### src/rtl/mmpd_pkg.sv
// Shared types, constants and the sample decoder for the min/max peak detector.
`timescale 1ns / 1ps
`default_nettype none
package mmpd_pkg;

    // Fixed field widths.
    localparam int RAW_W        = 24;
    localparam int SAMPLE_W     = 16;
    localparam int LEVEL_W      = 16;
    localparam int CHANNEL_W    = 3;
    localparam int OUT_CNT_W    = 32;
    localparam int BSIZE_W      = 16;
    localparam int CHCFG_W      = 4;
    localparam int SBYTES_W     = 2;
    localparam int CFG_IDX_W    = 2;
    localparam int CFG_DATA_W   = 16;
    localparam int IN_TDATA_W   = 24;
    localparam int OUT_TDATA_W  = 120;
    localparam int OUT_FIELDS_W = CHANNEL_W + 2 * SAMPLE_W + 2 * OUT_CNT_W + LEVEL_W;

    // Defaults for the top-level parameters.
    localparam int DEF_MAX_CHANNELS = 8;
    localparam int DEF_COUNT_WIDTH  = 32;

    // Configuration register indexes.
    localparam logic [CFG_IDX_W-1:0] CFG_BLOCK_SIZE    = 2'd0;
    localparam logic [CFG_IDX_W-1:0] CFG_CHANNEL_COUNT = 2'd1;
    localparam logic [CFG_IDX_W-1:0] CFG_SAMPLE_BYTES  = 2'd2;

    // Configuration reset values.
    localparam logic [BSIZE_W-1:0]  RST_BLOCK_SIZE    = 16'd256;
    localparam logic [CHCFG_W-1:0]  RST_CHANNEL_COUNT = 4'd1;
    localparam logic [SBYTES_W-1:0] RST_SAMPLE_BYTES  = 2'd2;

    // Sample format codes.
    localparam logic [SBYTES_W-1:0] SB_8BIT  = 2'd1;
    localparam logic [SBYTES_W-1:0] SB_16BIT = 2'd2;
    localparam logic [SBYTES_W-1:0] SB_24BIT = 2'd3;

    // Block-wide values carried with each finished block.
    typedef struct packed {
        logic [OUT_CNT_W-1:0] block_number;
        logic [OUT_CNT_W-1:0] loudest_frame;
        logic [LEVEL_W-1:0]   loudest_level;
    } t_blk_info;

    // Decode raw sample bytes into a signed 16-bit value. Unknown widths
    // decode as 8-bit offset binary.
    function automatic logic signed [SAMPLE_W-1:0] decode_sample(
        input logic [RAW_W-1:0]    raw,
        input logic [SBYTES_W-1:0] sbytes
    );
        logic signed [SAMPLE_W-1:0] q;
        q = '0;
        case (sbytes)
            SB_16BIT: begin
                q = raw[15:0];
            end
            SB_24BIT: begin
                // Arithmetic shift floors; bump negatives with a remainder
                // so the result truncates toward zero.
                q = raw[23:8];
                if (raw[23] && (raw[7:0] != 8'd0)) begin
                    q = q + 16'sd1;
                end
            end
            default: begin
                // Flipping the top bit turns offset binary into two's complement.
                q = {{8{~raw[7]}}, ~raw[7], raw[6:0]};
            end
        endcase
        return q;
    endfunction

endpackage
`default_nettype wire

### src/rtl/mmpd_fifo.sv
// Short queue of finished block records between the front and back parts.
`timescale 1ns / 1ps
`default_nettype none
module mmpd_fifo #(
    parameter int WIDTH = 8,
    parameter int DEPTH = 2
) (
    input  wire logic             i_clk,
    input  wire logic             i_rst_n,
    input  wire logic             i_push,
    input  wire logic [WIDTH-1:0] i_data,
    input  wire logic             i_pop,
    output logic      [WIDTH-1:0] o_data,
    output logic                  o_empty,
    output logic                  o_full
);
    localparam int PTR_W = (DEPTH > 1) ? $clog2(DEPTH) : 1;
    localparam int CNT_W = $clog2(DEPTH + 1);

    logic [WIDTH-1:0] r_mem [DEPTH];
    logic [PTR_W-1:0] r_wr;
    logic [PTR_W-1:0] r_rd;
    logic [CNT_W-1:0] r_count;
    logic             do_push;
    logic             do_pop;

    assign o_empty = (r_count == CNT_W'(0));
    assign o_full  = (r_count == CNT_W'(DEPTH));
    assign o_data  = r_mem[r_rd];
    assign do_push = i_push && !o_full;
    assign do_pop  = i_pop && !o_empty;

    always_ff @(posedge i_clk) begin
        if (do_push) begin
            r_mem[r_wr] <= i_data;
        end
    end

    always_ff @(posedge i_clk) begin
        if (!i_rst_n) begin
            r_wr    <= '0;
            r_rd    <= '0;
            r_count <= '0;
        end else begin
            if (do_push) begin
                r_wr <= (r_wr == PTR_W'(DEPTH - 1)) ? '0 : r_wr + PTR_W'(1);
            end
            if (do_pop) begin
                r_rd <= (r_rd == PTR_W'(DEPTH - 1)) ? '0 : r_rd + PTR_W'(1);
            end
            if (do_push && !do_pop) begin
                r_count <= r_count + CNT_W'(1);
            end else if (do_pop && !do_push) begin
                r_count <= r_count - CNT_W'(1);
            end
        end
    end
endmodule
`default_nettype wire

### src/rtl/mmpd_front.sv
// Front part: decodes samples, updates per-channel peaks and counters, closes blocks.
`timescale 1ns / 1ps
`default_nettype none
module mmpd_front #(
    parameter int MAX_CHANNELS = 8,
    parameter int COUNT_WIDTH  = 32,
    parameter int CNT_W        = $clog2(MAX_CHANNELS + 1)
) (
    input  wire logic                                    i_clk,
    input  wire logic                                    i_rst_n,
    input  wire logic [mmpd_pkg::BSIZE_W-1:0]            i_block_size,
    input  wire logic [mmpd_pkg::CHCFG_W-1:0]            i_channel_count,
    input  wire logic [mmpd_pkg::SBYTES_W-1:0]           i_sample_bytes,
    input  wire logic                                    i_valid,
    input  wire logic [mmpd_pkg::RAW_W-1:0]              i_raw_sample,
    input  wire logic                                    i_q_full,
    output logic                                         o_ready,
    output logic                                         o_push,
    output logic [MAX_CHANNELS-1:0][mmpd_pkg::SAMPLE_W-1:0] o_high,
    output logic [MAX_CHANNELS-1:0][mmpd_pkg::SAMPLE_W-1:0] o_low,
    output mmpd_pkg::t_blk_info                          o_info,
    output logic [CNT_W-1:0]                             o_chans
);
    import mmpd_pkg::*;

    localparam int CH_W  = (MAX_CHANNELS > 1) ? $clog2(MAX_CHANNELS) : 1;
    localparam int CMP_W = (CNT_W > CHCFG_W) ? CNT_W : CHCFG_W;
    localparam int EXT_W = (COUNT_WIDTH > OUT_CNT_W) ? COUNT_WIDTH : OUT_CNT_W;

    logic signed [SAMPLE_W-1:0] r_high [MAX_CHANNELS];
    logic signed [SAMPLE_W-1:0] r_low  [MAX_CHANNELS];
    logic [BSIZE_W-1:0]         r_fib;
    logic [CH_W-1:0]            r_ch;
    logic [COUNT_WIDTH-1:0]     r_frame_total;
    logic [COUNT_WIDTH-1:0]     r_blocks;
    logic [LEVEL_W-1:0]         r_loud_abs;
    logic [COUNT_WIDTH-1:0]     r_loud_pos;

    logic                       accept;
    logic [CNT_W-1:0]           chans;
    logic [BSIZE_W-1:0]         bsize;
    logic [CH_W-1:0]            ch;
    logic signed [SAMPLE_W-1:0] v;
    logic [LEVEL_W-1:0]         mag;
    logic signed [SAMPLE_W-1:0] n_high_ch;
    logic signed [SAMPLE_W-1:0] n_low_ch;
    logic [LEVEL_W-1:0]         n_loud_abs;
    logic [COUNT_WIDTH-1:0]     n_loud_pos;
    logic [BSIZE_W-1:0]         n_fib;
    logic                       frame_done;
    logic                       block_end;
    logic [EXT_W-1:0]           ext_blocks;
    logic [EXT_W-1:0]           ext_pos;

    assign o_ready = !i_q_full;
    assign accept  = i_valid && o_ready;

    // Clamp the configuration to the supported ranges.
    always_comb begin
        if (i_channel_count == '0) begin
            chans = CNT_W'(1);
        end else if (CMP_W'(i_channel_count) > CMP_W'(MAX_CHANNELS)) begin
            chans = CNT_W'(MAX_CHANNELS);
        end else begin
            chans = CNT_W'(i_channel_count);
        end
        bsize = (i_block_size == '0) ? BSIZE_W'(1) : i_block_size;
        ch    = (CNT_W'(r_ch) >= chans) ? CH_W'(chans - CNT_W'(1)) : r_ch;
    end

    assign v   = decode_sample(i_raw_sample, i_sample_bytes);
    assign mag = v[SAMPLE_W-1] ? (~LEVEL_W'(v) + LEVEL_W'(1)) : LEVEL_W'(v);

    always_comb begin
        if ((r_fib == '0) || (v > r_high[ch])) begin
            n_high_ch = v;
        end else begin
            n_high_ch = r_high[ch];
        end
        if ((r_fib == '0) || (v < r_low[ch])) begin
            n_low_ch = v;
        end else begin
            n_low_ch = r_low[ch];
        end
        if (mag > r_loud_abs) begin
            n_loud_abs = mag;
            n_loud_pos = r_frame_total;
        end else begin
            n_loud_abs = r_loud_abs;
            n_loud_pos = r_loud_pos;
        end
    end

    assign frame_done = ((CNT_W'(ch) + CNT_W'(1)) == chans);
    assign n_fib      = r_fib + BSIZE_W'(1);
    assign block_end  = frame_done && ((n_fib == '0) || (n_fib >= bsize));

    // Block record, including the update made by the closing sample.
    always_comb begin
        for (int i = 0; i < MAX_CHANNELS; i++) begin
            o_high[i] = (CH_W'(i) == ch) ? n_high_ch : r_high[i];
            o_low[i]  = (CH_W'(i) == ch) ? n_low_ch  : r_low[i];
        end
    end

    assign ext_blocks           = EXT_W'(r_blocks);
    assign ext_pos              = EXT_W'(n_loud_pos);
    assign o_info.block_number  = ext_blocks[OUT_CNT_W-1:0];
    assign o_info.loudest_frame = ext_pos[OUT_CNT_W-1:0];
    assign o_info.loudest_level = n_loud_abs;
    assign o_chans              = chans;
    assign o_push               = accept && block_end;

    always_ff @(posedge i_clk) begin
        if (accept) begin
            r_high[ch] <= n_high_ch;
            r_low[ch]  <= n_low_ch;
        end
    end

    always_ff @(posedge i_clk) begin
        if (!i_rst_n) begin
            r_fib         <= '0;
            r_ch          <= '0;
            r_frame_total <= '0;
            r_blocks      <= '0;
            r_loud_abs    <= '0;
            r_loud_pos    <= '0;
        end else if (accept) begin
            r_loud_abs <= n_loud_abs;
            r_loud_pos <= n_loud_pos;
            if (frame_done) begin
                r_ch          <= '0;
                r_frame_total <= r_frame_total + COUNT_WIDTH'(1);
                if (block_end) begin
                    r_fib    <= '0;
                    r_blocks <= r_blocks + COUNT_WIDTH'(1);
                end else begin
                    r_fib <= n_fib;
                end
            end else begin
                r_ch <= ch + CH_W'(1);
            end
        end
    end
endmodule
`default_nettype wire

### src/rtl/mmpd_back.sv
// Back part: walks the channels of a finished block and drives the result register.
`timescale 1ns / 1ps
`default_nettype none
module mmpd_back #(
    parameter int MAX_CHANNELS = 8,
    parameter int CNT_W        = $clog2(MAX_CHANNELS + 1)
) (
    input  wire logic                                       i_clk,
    input  wire logic                                       i_rst_n,
    input  wire logic                                       i_empty,
    input  wire logic [MAX_CHANNELS-1:0][mmpd_pkg::SAMPLE_W-1:0] i_high,
    input  wire logic [MAX_CHANNELS-1:0][mmpd_pkg::SAMPLE_W-1:0] i_low,
    input  wire mmpd_pkg::t_blk_info                        i_info,
    input  wire logic [CNT_W-1:0]                           i_chans,
    output logic                                            o_pop,
    output logic                                            m_axis_tvalid,
    input  wire logic                                       m_axis_tready,
    output logic [mmpd_pkg::OUT_TDATA_W-1:0]                m_axis_tdata,
    output logic                                            m_axis_tlast
);
    import mmpd_pkg::*;

    localparam int CH_W = (MAX_CHANNELS > 1) ? $clog2(MAX_CHANNELS) : 1;

    logic [CH_W-1:0]          r_idx;
    logic                     r_valid;
    logic [OUT_FIELDS_W-1:0]  r_data;
    logic                     r_last;
    logic                     load;
    logic                     last_ch;

    assign load    = !i_empty && (!r_valid || m_axis_tready);
    assign last_ch = ((CNT_W'(r_idx) + CNT_W'(1)) >= i_chans);
    assign o_pop   = load && last_ch;

    always_ff @(posedge i_clk) begin
        if (load) begin
            r_data <= {i_info.loudest_level, i_info.loudest_frame, i_info.block_number,
                       i_low[r_idx], i_high[r_idx], CHANNEL_W'(r_idx)};
            r_last <= last_ch;
        end
    end

    always_ff @(posedge i_clk) begin
        if (!i_rst_n) begin
            r_idx   <= '0;
            r_valid <= 1'b0;
        end else begin
            if (load) begin
                r_valid <= 1'b1;
                r_idx   <= last_ch ? '0 : r_idx + CH_W'(1);
            end else if (m_axis_tready) begin
                r_valid <= 1'b0;
            end
        end
    end

    assign m_axis_tvalid = r_valid;
    assign m_axis_tdata  = OUT_TDATA_W'(r_data);
    assign m_axis_tlast  = r_last;
endmodule
`default_nettype wire

### src/rtl/block_min_max_peak_detector_core.sv
// Top level of the block min/max peak detector with its configuration registers.
`timescale 1ns / 1ps
`default_nettype none
// The detector takes one interleaved PCM sample per item on the slave stream, channels in
// order within each frame, and accepts a new item in every clock cycle while the queue is
// not full. A front part decodes the sample (8-bit offset binary, 16-bit signed, or 24-bit
// signed scaled down by 256 toward zero), updates that channel's block maximum and minimum
// and the loudest level seen since reset, and when the last frame of a block completes it
// writes a snapshot of the whole block into a two-entry queue. A back part reads the queue
// and sends channel_count results, one per cycle while the master side is ready, from a
// registered output stage; tlast marks the final channel of each block. s_axis_tready drops
// only while the queue holds two finished blocks; the older one stays in the queue until
// its last channel result has been loaded into the output stage. With the master side ready
// the back part drains a block no slower than the front part can build the next one, so the
// sustained rate is one item per cycle. A trailing partial block produces no results.
// Configuration writes take effect at once and belong to idle periods; channel_count is
// clamped to 1..MAX_CHANNELS and a block_size of zero acts as one.
module block_min_max_peak_detector_core #(
    parameter int MAX_CHANNELS = mmpd_pkg::DEF_MAX_CHANNELS,
    parameter int COUNT_WIDTH  = mmpd_pkg::DEF_COUNT_WIDTH
) (
    input  wire logic                             i_clk,
    input  wire logic                             i_rst_n,
    // Configuration write port.
    input  wire logic                             i_cfg_we,
    input  wire logic [mmpd_pkg::CFG_IDX_W-1:0]   i_cfg_index,
    input  wire logic [mmpd_pkg::CFG_DATA_W-1:0]  i_cfg_wdata,
    // Sample input.
    input  wire logic                             s_axis_tvalid,
    output logic                                  s_axis_tready,
    // tdata: raw_sample[23:0].
    input  wire logic [mmpd_pkg::IN_TDATA_W-1:0]  s_axis_tdata,
    // Result output.
    output logic                                  m_axis_tvalid,
    input  wire logic                             m_axis_tready,
    // tdata: channel[2:0], peak_high[18:3], peak_low[34:19], block_number[66:35],
    // loudest_frame[98:67], loudest_level[114:99], zero padding[119:115].
    output logic [mmpd_pkg::OUT_TDATA_W-1:0]      m_axis_tdata,
    output logic                                  m_axis_tlast
);
    import mmpd_pkg::*;

    localparam int CNT_W = $clog2(MAX_CHANNELS + 1);
    localparam int REC_W = CNT_W + $bits(t_blk_info) + 2 * MAX_CHANNELS * SAMPLE_W;
    localparam int ARR_W = MAX_CHANNELS * SAMPLE_W;

    logic [BSIZE_W-1:0]  r_block_size;
    logic [CHCFG_W-1:0]  r_channel_count;
    logic [SBYTES_W-1:0] r_sample_bytes;

    logic                                  q_full;
    logic                                  q_empty;
    logic                                  q_push;
    logic                                  q_pop;
    logic [REC_W-1:0]                      q_wdata;
    logic [REC_W-1:0]                      q_rdata;
    logic [MAX_CHANNELS-1:0][SAMPLE_W-1:0] f_high;
    logic [MAX_CHANNELS-1:0][SAMPLE_W-1:0] f_low;
    t_blk_info                             f_info;
    logic [CNT_W-1:0]                      f_chans;
    logic [MAX_CHANNELS-1:0][SAMPLE_W-1:0] b_high;
    logic [MAX_CHANNELS-1:0][SAMPLE_W-1:0] b_low;
    t_blk_info                             b_info;
    logic [CNT_W-1:0]                      b_chans;

    // Configuration registers; a write to an unused index is dropped.
    always_ff @(posedge i_clk) begin
        if (!i_rst_n) begin
            r_block_size    <= RST_BLOCK_SIZE;
            r_channel_count <= RST_CHANNEL_COUNT;
            r_sample_bytes  <= RST_SAMPLE_BYTES;
        end else if (i_cfg_we) begin
            case (i_cfg_index)
                CFG_BLOCK_SIZE: begin
                    r_block_size <= i_cfg_wdata[BSIZE_W-1:0];
                end
                CFG_CHANNEL_COUNT: begin
                    r_channel_count <= i_cfg_wdata[CHCFG_W-1:0];
                end
                CFG_SAMPLE_BYTES: begin
                    r_sample_bytes <= i_cfg_wdata[SBYTES_W-1:0];
                end
                default: begin
                end
            endcase
        end
    end

    mmpd_front #(
        .MAX_CHANNELS (MAX_CHANNELS),
        .COUNT_WIDTH  (COUNT_WIDTH),
        .CNT_W        (CNT_W)
    ) u_front (
        .i_clk           (i_clk),
        .i_rst_n         (i_rst_n),
        .i_block_size    (r_block_size),
        .i_channel_count (r_channel_count),
        .i_sample_bytes  (r_sample_bytes),
        .i_valid         (s_axis_tvalid),
        .i_raw_sample    (s_axis_tdata[RAW_W-1:0]),
        .i_q_full        (q_full),
        .o_ready         (s_axis_tready),
        .o_push          (q_push),
        .o_high          (f_high),
        .o_low           (f_low),
        .o_info          (f_info),
        .o_chans         (f_chans)
    );

    // A block record travels through the queue as one flat word.
    assign q_wdata = {f_chans, f_info, f_high, f_low};

    mmpd_fifo #(
        .WIDTH (REC_W),
        .DEPTH (2)
    ) u_fifo (
        .i_clk   (i_clk),
        .i_rst_n (i_rst_n),
        .i_push  (q_push),
        .i_data  (q_wdata),
        .i_pop   (q_pop),
        .o_data  (q_rdata),
        .o_empty (q_empty),
        .o_full  (q_full)
    );

    assign b_low   = q_rdata[ARR_W-1:0];
    assign b_high  = q_rdata[2*ARR_W-1:ARR_W];
    assign b_info  = q_rdata[2*ARR_W+$bits(t_blk_info)-1:2*ARR_W];
    assign b_chans = q_rdata[REC_W-1:REC_W-CNT_W];

    mmpd_back #(
        .MAX_CHANNELS (MAX_CHANNELS),
        .CNT_W        (CNT_W)
    ) u_back (
        .i_clk         (i_clk),
        .i_rst_n       (i_rst_n),
        .i_empty       (q_empty),
        .i_high        (b_high),
        .i_low         (b_low),
        .i_info        (b_info),
        .i_chans       (b_chans),
        .o_pop         (q_pop),
        .m_axis_tvalid (m_axis_tvalid),
        .m_axis_tready (m_axis_tready),
        .m_axis_tdata  (m_axis_tdata),
        .m_axis_tlast  (m_axis_tlast)
    );
endmodule
`default_nettype wire
### config.mk
export PLATFORM = sky130hd
export DESIGN_NAME = block_min_max_peak_detector_core
export DESIGN_NICKNAME = d
export VERILOG_FILES = /design/src/rtl/mmpd_pkg.sv /design/src/rtl/mmpd_fifo.sv /design/src/rtl/mmpd_front.sv /design/src/rtl/mmpd_back.sv /design/src/rtl/block_min_max_peak_detector_core.sv
export SDC_FILE = /design/constraint.sdc
export NUM_CORES = 2
export LEC_CHECK = 0
export BUFFER_PORTS_ARGS = -buffer_cell sky130_fd_sc_hd__buf_2
export CAP_MARGIN = 15
export CORE_UTILIZATION = 54
export CTS_CLUSTER_DIAMETER = 30
export CTS_CLUSTER_SIZE = 8
export DETAILED_ROUTE_END_ITERATION = 16
export GPL_TIMING_DRIVEN = 0
export PLACE_DENSITY = 0.8
export SLEW_MARGIN = 20
export SYNTH_ARGS = -nofsm -noshare
export SYNTH_HDL_FRONTEND = slang
export SYNTH_SLANG_ARGS = --single-unit
### constraint.sdc
create_clock -name i_clk -period 23.8 [get_ports i_clk]
set_clock_uncertainty 0.15 [all_clocks]
set_input_delay 2.38 -clock i_clk [delete_from_list [all_inputs] [get_ports i_clk]]
set_output_delay 2.38 -clock i_clk [all_outputs]
set_load 0.1 [all_outputs]
After elaboration in Yosys (flattened, before gate mapping)
Memory sizes are Yosys's and may differ from the RTL's. A register that Yosys moved wholly into a read port is not among the register bits.
Cells that the tools add are included.
{"block": "word_totals", "input_bits": 47, "ramBits": 936, "regBits": 277, "n_memories": 3, "wordCells": 136, "output_inout_bits": 123}
{"name": "u_fifo.r_mem", "words": 2, "word_bits": 340, "read_ports": 1, "rd_clocked_by_memory_dff": 1, "wr": 1, "line_no": "mmpd_fifo.sv:20", "source": "logic [WIDTH-1:0] r_mem [DEPTH];"}
{"name": "u_front.r_high", "words": 8, "word_bits": 16, "read_ports": 9, "rd_clocked_by_memory_dff": 0, "wr": 1, "line_no": "mmpd_front.sv:30", "source": "logic signed [SAMPLE_W-1:0] r_high [MAX_CHANNELS];"}
{"name": "u_front.r_low", "words": 8, "word_bits": 16, "read_ports": 9, "rd_clocked_by_memory_dff": 0, "wr": 1, "line_no": "mmpd_front.sv:31", "source": "logic signed [SAMPLE_W-1:0] r_low [MAX_CHANNELS];"}
{"block": "op_classes", "n_bitwise": 2, "eq_ne": 13, "order_cmp": 8, "muxes": 46, "addsub": 14, "reduce_logical": 34}
{"op": "$mux 16", "count": 25}
{"op": "$bmux 16 s3", "count": 2}
{"op": "$add 32x1->32 const B", "count": 2}
{"op": "$logic_not 16->1", "count": 3}
{"op": "$add 16x2->16 const B", "count": 2}
{"op": "$gt 16x16->1", "count": 2}
{"op": "$mux 32", "count": 1}
{"op": "$pmux 16 s2", "count": 1}
{"op": "$add 16x1->16 const B", "count": 1}
{"op": "$ge 16x16->1", "count": 1}
{"op": "$lt 16x16->1", "count": 1}
{"op": "$not 16->16", "count": 1}
{"op": "$eq 3x3->1 const A", "count": 4}
{"op": "$logic_and 1x1->1", "count": 10}
{"op": "$mux 1", "count": 10}
{"op": "$mux 3", "count": 3}
{"op": "$add 3x1->4 const B", "count": 2}
{"op": "$eq 2x2->1 const B", "count": 4}
{"op": "$mux 4", "count": 2}
{"op": "$reduce_and 2->1", "count": 4}
{"op": "$reduce_bool 8->1", "count": 1}
{"op": "$add 3x1->3 const B", "count": 2}
{"op": "$eq 2x3->1 const A", "count": 2}
{"op": "$logic_not 1->1", "count": 5}
{"op": "19 further kinds", "count": 26}

Depth between registers and ports, before layout
{"block": "logic_depth", "ltp_word": 14, "ltp_mapped": 26, "mapped_depth_nobuf": 23}

Cells and area by module
From an unflattened synthesis, not the netlist that was laid out.
{"block": "hier_totals", "cells_unflattened": 3890, "hier_area_um2": 56480.4}
{"module": "mmpd_fifo", "seq_area_each_um2": 20519.7, "area_each_um2": 26300.2, "instances": 1, "cells_per_inst": 1083}
{"module": "mmpd_front", "seq_area_each_um2": 10309.9, "area_each_um2": 23366.2, "instances": 1, "cells_per_inst": 2441}
{"module": "mmpd_back", "seq_area_each_um2": 3563.4, "area_each_um2": 5914.4, "instances": 1, "cells_per_inst": 274}
{"module": "block_min_max_peak_detector_core", "seq_area_each_um2": 440.4, "area_each_um2": 899.6, "instances": 1, "cells_per_inst": 92}

Least setup slack after synthesis
No wires, ideal clock.
{"block": "synth_timing", "path_type": "flip-flop to flip-flop", "from": "register r_channel_count[2]", "to": "memory u_fifo.r_mem[0][0] in the netlist's numbering, enable pin", "arrival_time_ps": 18541, "n_path_buf": 5, "period_less_slack_ps": 19741, "setup_ps": 1050, "required_ps": 22600, "path_slack_ps": 4059, "stages_incl_launch_ff": 24, "cell_sequence": "dfxtp_1 > nor2_1 > nor2_1 > nor2_1 > ha_1 > nand2b_1 > a211o_1 > nand3_1 > nand2_1 > clkbuf_1 > buf_2 > buf_1 > ha_1 > ha_1 > nor4bb_1 > a31oi_1 > o32ai_1 > o31ai_1 > or2_2 > nor2_1 > nand2_1 > clkbuf_1 > clkbuf_1 > nor2_1"}
{"block": "synth_via", "elab_chain_cells": 12, "elab_cells_between_ends": 14, "classes_between": "add/sub (2); order compare (2); eq/ne (1); mux (5); reduce/logical (4)"}
{"element": "start: declaration", "line_no": "block_min_max_peak_detector_core.sv:48", "source": "logic [CHCFG_W-1:0] r_channel_count;"}
{"element": "start signal: assignment", "line_no": "block_min_max_peak_detector_core.sv:78", "source": "r_channel_count <= i_cfg_wdata[CHCFG_W-1:0];"}
{"element": "$gt 4x4->1", "line_no": "mmpd_front.sv:62", "source": "end else if (CMP_W'(i_channel_count) > CMP_W'(MAX_CHANNELS)) begin"}
{"element": "$mux 4", "line_no": "mmpd_front.sv:62"}
{"element": "$mux 4 *", "line_no": "mmpd_front.sv:60", "source": "if (i_channel_count == '0) begin"}
{"element": "via f_chans[0]", "line_no": "block_min_max_peak_detector_core.sv:60", "source": "logic [CNT_W-1:0] f_chans;"}
{"element": "$ge 3x4->1 / $sub 3x1->3 (equally long branches)", "line_no": "mmpd_front.sv:68", "source": "ch = (CNT_W'(r_ch) >= chans) ? CH_W'(chans - CNT_W'(1)) : r_ch;"}
{"element": "$mux 3", "line_no": "mmpd_front.sv:68"}
{"element": "$add 3x1->4", "line_no": "mmpd_front.sv:94", "source": "assign frame_done = ((CNT_W'(ch) + CNT_W'(1)) == chans);"}
{"element": "$eq 4x4->1 *", "line_no": "mmpd_front.sv:94"}
{"element": "$logic_and 1x1->1 *", "line_no": "mmpd_front.sv:96", "source": "assign block_end = frame_done && ((n_fib == '0) || (n_fib >= bsize));"}
{"element": "$logic_and 1x1->1 *", "line_no": "mmpd_front.sv:112", "source": "assign o_push = accept && block_end;"}
{"element": "$logic_and 1x1->1 *", "line_no": "mmpd_fifo.sv:30", "source": "assign do_push = i_push && !o_full;"}
{"element": "$mux 1 *", "line_no": "mmpd_fifo.sv:34", "source": "if (do_push) begin"}
{"element": "$mux 1 (implied by the code) *", "line_no": "mmpd_fifo.sv:35", "source": "r_mem[r_wr] <= i_data;"}
{"element": "end: declaration", "line_no": "mmpd_fifo.sv:20"}
The timed path passes the listed nets; every way through them passes the cells marked *.

Worst setup path in the final report
{"block": "layout_timing", "from": "register r_channel_count[2]", "to": "memory u_fifo.r_mem[1][244] in the netlist's numbering, enable pin"}
Same word-level chain as after synthesis.

==> results.md <==
- Total gr overflow: 0
- Asr flop ratio synth: 0%
- Row cnt: ~110
- RSZ-0062 raised after global routing: false
- Hold_ws: 0.3069 ns
- Distinct cells, synth: between 80 and 90
- # IOs: 170
- # clock sinks: about 1200
- Port Buffers: approximately 160
- Post-route ant nets: 0
- Total track usage: 31.30%
- Post-Synth Simple-Gate Area: 8.297%
- Sw frac: 31.06%
- Clk pwr share: a little over two fifths
- Post-synth top area share: 60.23%
- PostCTS Resize Cnt: 0
- Combinational fraction of design power: 22.3%
- Yosys warnings: 0
- CTS tree: yes
- Reg clk slew, reported paths: ~0.04 ns
- Maxcap violations: 0
- Xor and xnor area share after synthesis: around 1.7%
- Register bit total from synthesis: around 1200
- Crit. End Element: register
- Area contributors post-synth: edfxtp_1 (60%), mux4_2 (6.9%), dfxtp_1 (6.2%)
- Starting Density: around 55%
- Main synth FF type: edfxtp_1
- Share of layout cells above drive strength 1: a little over a quarter
- Slew @ Worst Pin: about 1.4 ns
- Status: complete, no violations
- Hold crit path type: reg -> reg
- CTS Buffer Depth: 3
- Placed insts: 5139
- Critical path launch point type: register
- Final Max Slew Viols: 0
- Die Wd: around 310 µm
- Number of flops mapped to enable cells by yosys: 1052
- Pleak: around 22 nW
- Worst-path fanout max: 43
- Final Instance Area: 0.06367 mm²
- Crit share post-route: between 40% and 50%
- Slowest stage delay, CP: around 0.73 ns
- Area delta synth->final: 21.39%
- Fillers: 6179
- Vias in the first global route: 35688
- WL final: 154.9 mm
- Final HPWL DP: 99.50 mm
- Antenna violations before repair: 11
- Vias per cell: ~6.4
- Pre-antenna DRT Iters: 7
- Placed inst area: ~0.056 mm²
- Critical Path RT: between 20 and 25 ns
- CP most frequent cell: nor2_1
- Maximum vdd ir drop: around 82 µV
- Final setup viols: 0
- Psw: between 2 and 2.5 mW
- Syn avg cell area: around 14 µm²
- Mux cell area share after synthesis: 13.82%
- First-pass GRT wire length: between 200 and 250 mm
- Setup Buffers After CTS: 0
- Setup TNS Final: 0 ns
- CP arrival: roughly 10 ns
- Sequential fraction of the synthesis area: 66.41%
- Int Pwr: 5.119 mW
- Via count: ~36000
- Detailed-route DRC error count: 0
- TritonCTS buffer count: 224
- Die Area: a little under 0.1 mm²
- Worst Setup Path Type: reg -> reg
- Initial detailed-routing violation count: a little over 5000
- Final hold violation count: 0
- Final worst path period need: around 10 ns
- Pwr dens: around 120 mW/mm²
- Seq pwr share: 35.8%
- Post-Syn Instances: 3633
- Slew margin rel.: about 7.3%
- CTS H-tree lvls: 4
- GP Congestion: about 0.97
- Largest net degree at the start of global routing: between 50 and 60
- DR WL/cell: approximately 28 µm
- Core area: ~0.096 mm²
- Number of hold-repair buffers added at the cts stage: 0
- # nets final: 4235
- Main combinational cell family by area after synthesis: multiplexers
- Area leader, netlist: edfxtp_1
- Adder-Cell Fraction of Synth Area: 2.052%
- CTS Root Cell: clkbuf_16
- Slowest CP cell: and3_4
- Post-Syn Area: 0.05245 mm²
- Fmax: about 100 MHz
- Non-filler cells, final: between 5000 and 6000
- Die Ht: about 310 µm
- Post-synthesis compound-gate area fraction: under 10%
- Clock Latency Late Sink: 0.82 ns
[per-layer routing]
layer / up-vias / global-route usage (%) / routed length [µm] / part of all wire (%)
li1: 14787 / - / - / -
met1: 17330 / 38.51 / 53700 / 35
met5: - / 0.6770 / 139 / 0.090
met4: 10 / 18.10 / 9393 / 6.1
met2: 2812 / 48.41 / 71430 / 46
met3: 622 / 10.46 / 20190 / 13
[registers in the layout (all words and copies together) (netlist names), named ones only]
signal,count
u_front.r_frame_total,32
u_fifo.r_count,2
u_front.r_high,128
u_back.r_idx,3
r_block_size,16
u_front.r_fib,16
u_front.r_loud_pos,32
u_front.r_ch,3
u_fifo.r_rd,1
r_sample_bytes,2
u_back.m_axis_tlast,1
u_front.ext_blocks,32
u_fifo.r_mem,680
u_back.m_axis_tvalid,1
u_front.r_loud_abs,16
u_front.r_low,128
u_fifo.r_wr,1
u_back.r_data,115
r_channel_count,4
[synthesized netlist by cell type (17+ instances only)]
master	number
xnor2_1	63
clkbuf_1	145
nor3_1	34
a21o_1	17
and3_1	26
nand2_1	448
buf_1	30
nor2_1	216
nand3_1	51
and2_1	26
mux2_2	283
nor4_1	44
ha_1	86
mux2i_1	43
dfxtp_1	162
o21ai_0	154
or3_1	19
a21oi_1	206
xor2_1	37
edfxtp_1	1052
mux4_2	160
nand4_1	33
inv_1	87
[kinds of logic after synthesis]
group,Yosys count
AO/OA/AOI/OAI,500
XOR/XNOR,100
adder cells (fa/ha/maj),86
buffers and inverters,282
flip-flops,1214
multiplexers,488
other,1
AND/OR/NAND/NOR,962
[layout make-up]
type / instances / area, µm² / share of cell area [%]
buffer: 191 / 780.7 / 1.226
multi-input combinational: 2141 / 16780 / 26.35
inverter: 91 / 341.6 / 0.5365
clock buffer: 282 / 5886 / 9.244
antenna: 13 / 32.53 / 0.05109
timing repair buffer: 239 / 1866 / 2.930
clock inverter: 118 / 1569 / 2.464
tap: 1265 / 1583 / 2.486
sequential: 1214 / 34830 / 54.71
[power groups by stage]
| stage | clock network, mW | registers, mW | logic (mW) |
|---|---|---|---|
| 2_1_floorplan | 0 | 2.81 | 0.828 |
| 3_3_place_gp | 0 | 2.71 | 1.43 |
| 3_5_place_dp | 0 | 2.69 | 1.51 |
| 4_1_cts | 3.13 | 2.65 | 1.55 |
| 5_1_grt | 3.23 | 2.66 | 1.70 |
| 6_report | 3.11 | 2.66 | 1.65 |
[worst paths after layout]
check,start,end,slack (ns),cells past startpoint
setup / recovery,r_channel_count[2]$_SDFFE_PN0P_,u_fifo.r_mem[1][244]$_DFFE_PP_,13.85,27
setup reg to reg,r_channel_count[2]$_SDFFE_PN0P_,u_fifo.r_mem[1][244]$_DFFE_PP_,13.85,27
hold reg to reg,u_front.r_loud_abs[11]$_SDFFE_PN0P_,u_front.r_loud_abs[11]$_SDFFE_PN0P_,0.31,2
hold / removal,u_front.r_loud_abs[11]$_SDFFE_PN0P_,u_front.r_loud_abs[11]$_SDFFE_PN0P_,0.31,2
[critical path, delay by kind of cell, from the launching register on]
kind                       cells  cell delay (ns)
AOI/OAI and AO/OA              5             0.97
and+or+nand+nor                9             2.70
buffers and inverters         10             4.34
adders and majority gates      3             0.95
DFF                            1             0.40
[layout by cell type (no fill, tap or decap), types with 26 or more instances in the layout]
cell          n
edfxtp_1   1052
nand2_1     448
mux2_2      283
clkbuf_16   226
nor2_1      213
a21oi_1     204
clkbuf_1    192
buf_2       184
dfxtp_1     162
mux4_2      160
o21ai_0     153
inv_1        87
ha_1         86
xnor2_1      63
nand3_1      51
buf_4        40
xor2_1       37
nand4_1      33
nor4_1       32
clkinv_2     30
bufinv_16    29
and2_1       26
mux2i_1      26
nor3_1       26
[metrics by stage]
stage / power [mW] / setup WS (ns) / utilization [%]
2_1_floorplan: 3.640 / 4.059 / -
3_3_place_gp: 4.145 / -6.093 / 57.40
3_5_place_dp: 4.201 / 14.31 / 58.65
4_1_cts: 7.327 / 14.18 / 66.45
5_1_grt: 7.587 / 13.60 / 66.59
6_report: 7.424 / 13.85 / 66.62
Note: power is estimated with default switching activity, not from simulation.
